### src/rtl/hwt_pkg.sv
// ----------------------------------------------------------------------------
// hwt_pkg
// Shared types and constants of the hashed timing wheel.
// ----------------------------------------------------------------------------
`default_nettype none

package hwt_pkg;

	localparam int LW      = 6;
	localparam logic [LW-1:0] NIL = 6'd63;
	localparam int TICK_W  = 13;
	localparam int SPAN_W  = 16;
	localparam int TAG_W   = 32;
	localparam int TMO_W   = 27;
	localparam int RND_W   = 24;
	localparam int OFF_W   = 10;
	localparam int DIV_N   = 27;
	localparam int DIV_D   = 13;

	localparam logic [TICK_W-1:0] TICK_MIN     = 13'd100;
	localparam logic [TICK_W-1:0] TICK_SUB     = 13'd10;
	localparam logic [SPAN_W-1:0] SPAN_MAX     = 16'd5000;
	localparam logic [TICK_W-1:0] TICK_RST     = 13'd100;
	localparam logic [SPAN_W-1:0] SPAN_RST     = 16'd5000;

	localparam logic REG_TICK = 1'b0;
	localparam logic REG_SPAN = 1'b1;

	localparam logic [1:0] ACT_ADD  = 2'd0;
	localparam logic [1:0] ACT_DEL  = 2'd1;
	localparam logic [1:0] ACT_TICK = 2'd2;

	localparam logic [1:0] KIND_ADD  = 2'd0;
	localparam logic [1:0] KIND_DEL  = 2'd1;
	localparam logic [1:0] KIND_EXP  = 2'd2;
	localparam logic [1:0] KIND_DONE = 2'd3;

	localparam logic [1:0] STAT_OK   = 2'd0;
	localparam logic [1:0] STAT_BUSY = 2'd1;
	localparam logic [1:0] STAT_TMO  = 2'd2;

	typedef enum logic [4:0] {
		ST_CLEAR, ST_IDLE, ST_CHECK,
		ST_DIVN, ST_WAITN, ST_DIVQ, ST_WAITQ, ST_DIVO, ST_WAITO, ST_DIVS, ST_WAITS,
		ST_APP_RD, ST_APP_WR1, ST_APP_WR2,
		ST_DEL_RD, ST_DEL_WR,
		ST_HEAD_RD, ST_HEAD_WT, ST_SCAN_RD, ST_SCAN_EX, ST_TICK_DONE
	} state_t;

	typedef enum logic [3:0] {
		DOP_NONE, DOP_CLEAR, DOP_LOAD, DOP_DIV_START, DOP_DIV_LATCH,
		DOP_APP_RD, DOP_APP_WR1, DOP_APP_WR2, DOP_UNLINK,
		DOP_SCAN_INIT, DOP_SCAN_RD, DOP_SCAN_EX, DOP_ADVANCE
	} dp_op_t;

	typedef enum logic [1:0] {
		DS_N, DS_Q, DS_O, DS_S
	} div_sel_t;

	typedef struct packed {
		dp_op_t     op;
		div_sel_t   div_sel;
		logic       emit;
		logic [1:0] kind;
		logic [1:0] status;
		logic       last;
	} ctrl_cmd_t;

	typedef struct packed {
		logic       clr_last;
		logic [1:0] action;
		logic       idx_ok;
		logic       idx_busy;
		logic       tmo_zero;
		logic       div_done;
		logic       scan_go;
		logic       rounds_nz;
	} dp_stat_t;

endpackage

`default_nettype wire

### src/rtl/hwt_ctrl.sv
// ----------------------------------------------------------------------------
// hwt_ctrl
// Sequencer: decodes an item and steps the datapath through its operations.
// ----------------------------------------------------------------------------
`default_nettype none

module hwt_ctrl import hwt_pkg::*; (
	input  wire logic      clk,
	input  wire logic      arst_n,
	input  wire logic      start,
	input  wire dp_stat_t  st,
	output logic           busy,
	output ctrl_cmd_t      cmd
);

	state_t state_q, state_nx;

	always_ff @(posedge clk or negedge arst_n) begin
		if (!arst_n) begin
			state_q <= ST_CLEAR;
		end else begin
			state_q <= state_nx;
		end
	end

	always_comb begin
		state_nx = state_q;
		case (state_q)
			ST_CLEAR:     if (st.clr_last) state_nx = ST_IDLE;
			ST_IDLE:      if (start) state_nx = ST_CHECK;
			ST_CHECK: begin
				case (st.action)
					ACT_ADD: begin
						if (!st.idx_ok || st.idx_busy || st.tmo_zero) state_nx = ST_IDLE;
						else state_nx = ST_DIVN;
					end
					ACT_DEL: begin
						if (!st.idx_ok || !st.idx_busy) state_nx = ST_IDLE;
						else state_nx = ST_DEL_RD;
					end
					ACT_TICK: state_nx = ST_DIVN;
					default:  state_nx = ST_IDLE;
				endcase
			end
			ST_DIVN:      state_nx = ST_WAITN;
			ST_WAITN: begin
				if (st.div_done) begin
					state_nx = (st.action == ACT_TICK) ? ST_HEAD_RD : ST_DIVQ;
				end
			end
			ST_DIVQ:      state_nx = ST_WAITQ;
			ST_WAITQ:     if (st.div_done) state_nx = ST_DIVO;
			ST_DIVO:      state_nx = ST_WAITO;
			ST_WAITO:     if (st.div_done) state_nx = ST_DIVS;
			ST_DIVS:      state_nx = ST_WAITS;
			ST_WAITS:     if (st.div_done) state_nx = ST_APP_RD;
			ST_APP_RD:    state_nx = ST_APP_WR1;
			ST_APP_WR1:   state_nx = ST_APP_WR2;
			ST_APP_WR2:   state_nx = ST_IDLE;
			ST_DEL_RD:    state_nx = ST_DEL_WR;
			ST_DEL_WR:    state_nx = ST_IDLE;
			ST_HEAD_RD:   state_nx = ST_HEAD_WT;
			ST_HEAD_WT:   state_nx = ST_SCAN_RD;
			ST_SCAN_RD:   state_nx = st.scan_go ? ST_SCAN_EX : ST_TICK_DONE;
			ST_SCAN_EX:   state_nx = ST_SCAN_RD;
			ST_TICK_DONE: state_nx = ST_IDLE;
			default:      state_nx = ST_IDLE;
		endcase
	end

	always_comb begin
		cmd         = '0;
		cmd.op      = DOP_NONE;
		cmd.div_sel = DS_N;
		busy        = (state_q != ST_IDLE);
		case (state_q)
			ST_CLEAR: cmd.op = DOP_CLEAR;
			ST_IDLE:  if (start) cmd.op = DOP_LOAD;
			ST_CHECK: begin
				cmd.last = 1'b1;
				case (st.action)
					ACT_ADD: begin
						cmd.kind = KIND_ADD;
						if (!st.idx_ok || st.idx_busy) begin
							cmd.emit   = 1'b1;
							cmd.status = STAT_BUSY;
						end else if (st.tmo_zero) begin
							cmd.emit   = 1'b1;
							cmd.status = STAT_TMO;
						end
					end
					ACT_DEL: begin
						cmd.kind = KIND_DEL;
						if (!st.idx_ok || !st.idx_busy) begin
							cmd.emit   = 1'b1;
							cmd.status = STAT_BUSY;
						end
					end
					default: cmd.last = 1'b0;
				endcase
			end
			ST_DIVN:  cmd.op = DOP_DIV_START;
			ST_WAITN: if (st.div_done) cmd.op = DOP_DIV_LATCH;
			ST_DIVQ: begin
				cmd.op      = DOP_DIV_START;
				cmd.div_sel = DS_Q;
			end
			ST_WAITQ: begin
				cmd.div_sel = DS_Q;
				if (st.div_done) cmd.op = DOP_DIV_LATCH;
			end
			ST_DIVO: begin
				cmd.op      = DOP_DIV_START;
				cmd.div_sel = DS_O;
			end
			ST_WAITO: begin
				cmd.div_sel = DS_O;
				if (st.div_done) cmd.op = DOP_DIV_LATCH;
			end
			ST_DIVS: begin
				cmd.op      = DOP_DIV_START;
				cmd.div_sel = DS_S;
			end
			ST_WAITS: begin
				cmd.div_sel = DS_S;
				if (st.div_done) cmd.op = DOP_DIV_LATCH;
			end
			ST_APP_RD:  cmd.op = DOP_APP_RD;
			ST_APP_WR1: cmd.op = DOP_APP_WR1;
			ST_APP_WR2: begin
				cmd.op   = DOP_APP_WR2;
				cmd.emit = 1'b1;
				cmd.kind = KIND_ADD;
				cmd.last = 1'b1;
			end
			ST_DEL_WR: begin
				cmd.op   = DOP_UNLINK;
				cmd.emit = 1'b1;
				cmd.kind = KIND_DEL;
				cmd.last = 1'b1;
			end
			ST_HEAD_WT: cmd.op = DOP_SCAN_INIT;
			ST_SCAN_RD: if (st.scan_go) cmd.op = DOP_SCAN_RD;
			ST_SCAN_EX: begin
				cmd.op   = DOP_SCAN_EX;
				cmd.emit = !st.rounds_nz;
				cmd.kind = KIND_EXP;
			end
			ST_TICK_DONE: begin
				cmd.op   = DOP_ADVANCE;
				cmd.emit = 1'b1;
				cmd.kind = KIND_DONE;
				cmd.last = 1'b1;
			end
			default: cmd.op = DOP_NONE;
		endcase
	end

endmodule

`default_nettype wire

### config.mk
export PLATFORM = sky130hd
export DESIGN_NAME = hwt_ctrl
export DESIGN_NICKNAME = d
export VERILOG_FILES = /design/src/rtl/hwt_pkg.sv /design/src/rtl/hwt_ctrl.sv
export SDC_FILE = /design/constraint.sdc
export NUM_CORES = 1
export LEC_CHECK = 0
export ABC_AREA = 1
export BUFFER_PORTS_ARGS = -buffer_cell sky130_fd_sc_hd__buf_4
export CORE_ASPECT_RATIO = 1.5
export CORE_UTILIZATION = 30
export CTS_BUF_LIST = sky130_fd_sc_hd__clkbuf_2
export CTS_CLUSTER_SIZE = 14
export DETAILED_ROUTE_END_ITERATION = 6
export GPL_ROUTABILITY_DRIVEN = 0
export SYNTH_ARGS = -nofsm -noshare
export SYNTH_HDL_FRONTEND = slang
export SYNTH_SLANG_ARGS = --single-unit
### constraint.sdc
create_clock -name clk -period 2.8 [get_ports clk]
set_input_delay 0.14 -clock clk [delete_from_list [all_inputs] [get_ports clk]]
set_output_delay 0.14 -clock clk [all_outputs]
set_load 0.1 [all_outputs]
==> run summary <==
status: finished clean
Synthesized Nets: 162
DR vias: 1060
core footprint: 2530 um^2
Netlist cell types: 27
antenna violations before repair: 0
drt initial violations: 65
Inserted Diodes: 0
HPWL Detailed: 2.16 mm
fmax: 0.482 GHz
required time of the critical path: 2.66 ns
final slew viol count: 0
Final ANT Viol Nets: 0
Hold Startpoint: start
Post-CTS Setup Inserts: 0
mean post-synth cell area: 5.51 um^2
max reg flops: 5
slowest stage delay, CP: 0.49 ns
endpoint type of the worst setup path: output pin
Data arrival, critical path: 1.93 ns
Hold Path Class: input pin to flop
Worst Path Class, Setup: flop to output pin
FF-to-FF Start: state_q[1]
Crit Path Max Fanout: 8
Worst Tran Pin Value: 0.395 ns
Tmin final: 2.07 ns
vias in the first global route: 1003
Worst path slowest cell: dfrtp_1
die area: 2970 um^2
Regs by FF count: state_q: 5 flops
largest net degree at the start of global routing: 10
slew margin rel.: 0.736
total global routing overflow: 0
Longest Clk Path Bufs: 2
layout cells sized above 1: 0.271
Fin Setup TNS: 0 ns
Tcrit/Tclk final: 0.741
Num CTS Buffers: 3
Die W: 44.8 um
DIE HEIGHT: 66.3 um
Pre-antenna DRT Iters: 4
sequential element share of the synthesized area: 0.152
Worst setup SP type: flop
final setup fails: 0
Post-route DRC: 0
CTS tree: built
Mapped Area: 826 um^2
number of I/O port buffers: 24
worst skew pair latency: 0.23 ns
Max Cap Viol: 0
routed wire length: 2.53 mm
most frequent CP cell: nor2_1
CP Cell Sequence: nand2_1, nor2_1, inv_1, o21ai_0, nor2_1, o2111ai_1, buf_4
global-route wire length before repair: 4.22 mm
Reg clk slew, reported paths: 0.06 ns
FP Rows: 22
clk sinks: 5
Starting Density: 0.326
RSZ-0062 raised after global routing: false
fillers: 291
CTS Root Buffer Type: clkbuf_2
GRT Total Usage: 0.191
Worst setup startpoint: state_q[0]
clock skew: 0.0121 ns
Mapped Cells: 150
# H-tree levels: 1
area delta synth->final: 29.2%
fin nets: 190
detailed-route wire length per cell: 11.9 um
Via density: 4.98
most flop-heavy register: state_q
I/O pin count: 25
Final Hold Violating Endpoints: 0
Synth warnings: 0
number of synthesized register bits: 5
final cells by class:
| cell class | count | area (um^2) | share of cell area |
|---|---|---|---|
| Tap cell | 36 | 45.0 | 0.0422 |
| Multi-Input combinational cell | 116 | 579 | 0.543 |
| Sequential cell | 5 | 125 | 0.117 |
| Inverter | 27 | 108 | 0.101 |
| Clock buffer | 4 | 20.0 | 0.0188 |
| Timing Repair Buffer | 25 | 190 | 0.178 |
per-stage QoR:
| stage | setup slack [ns] | utilization | std cells | area (um^2) | hold WS [ns] |
|---|---|---|---|---|---|
| final | 0.726 | 0.421 | 213 | 1070 | 0.194 |
| after global routing | 0.597 | 0.421 | 213 | 1070 | 0.193 |
| after CTS | 0.735 | 0.421 | 213 | 1070 | 0.191 |
| after detailed placement | 0.982 | 0.410 | 208 | 1040 | -0.0577 |
| after global placement | 0.962 | 0.410 | 208 | 1040 | -0.0583 |
| after floorplan | 0.246 | - | 150 | 831 | -0.156 |
cells by family after synthesis:
group	Yosys count	synth area share
buf+inv	29	0.153
flops	5	0.152
simple gates	103	0.603
compound gates	13	0.0924
path summary, 6_finish.rpt:
| kind | to | slack (ns) | depth (start not counted) |
|---|---|---|---|
| setup / recovery | cmd[5] | 0.73 | 7 |
| hold / removal | state_q[0] | 0.19 | 3 |
| setup reg to reg | state_q[0] | 1.17 | 9 |
| hold reg to reg | state_q[2] | 0.68 | 2 |
| max in group asynchronous | state_q[2] | 2.44 | 2 |
| min in group asynchronous | state_q[1] | 0.24 | 2 |
Yosys cell counts, drive strengths merged:
cell type	number	area, um^2
inv	25	93.8
nand4	6	43.8
o21ai	8	40.0
clkinv	2	13.8
buf	2	18.8
o2111ai	1	8.76
or2	1	6.26
nor2	24	108
nand3	20	115
nand2	46	185
o22ai	1	12.5
a21oi	3	15.0
nor3	4	25.0
or3b	1	8.76
nor4	1	6.26
dfrtp	5	125
worst max-delay path: cells and delay by family, from the launching register on:
kind,cells,cell delay [ns]
AOI/OAI and AO/OA,2,0.33
buffers and inverters,2,0.37
DFF,1,0.49
and+or+nand+nor,3,0.51
timing repair:
action | 4_1_cts | 5_1_grt
hold endpoints to repair | 5 | 0
gates resized for setup | 0 | 0
hold buffers | 1 | 0
per-layer routing:
layer | wire [um] | share of wire | global-route usage
met4 | 85 | 0.034 | 0.0985
met1 | 971 | 0.38 | 0.203
met2 | 1320 | 0.52 | 0.342
met5 | 0 | 0 | 0
met3 | 154 | 0.061 | 0.0355
cell usage in the layout (no fill, tap or decap), drive strengths merged:
master       count
inv             25
buf             24
dfrtp            5
clkbuf           4
dlygate4sd3      1
nor3             4
nand3           20
nand2           46
a21oi            3
or2              1
nand4            6
o22ai            1
nor2            24
nor4             1
o21ai            8
or3b             1
o2111ai          1
clkinv           2
Power is left out: the tool's default activity adds up to more than one toggle a clock period on the data nets, which glitch-free logic cannot reach.
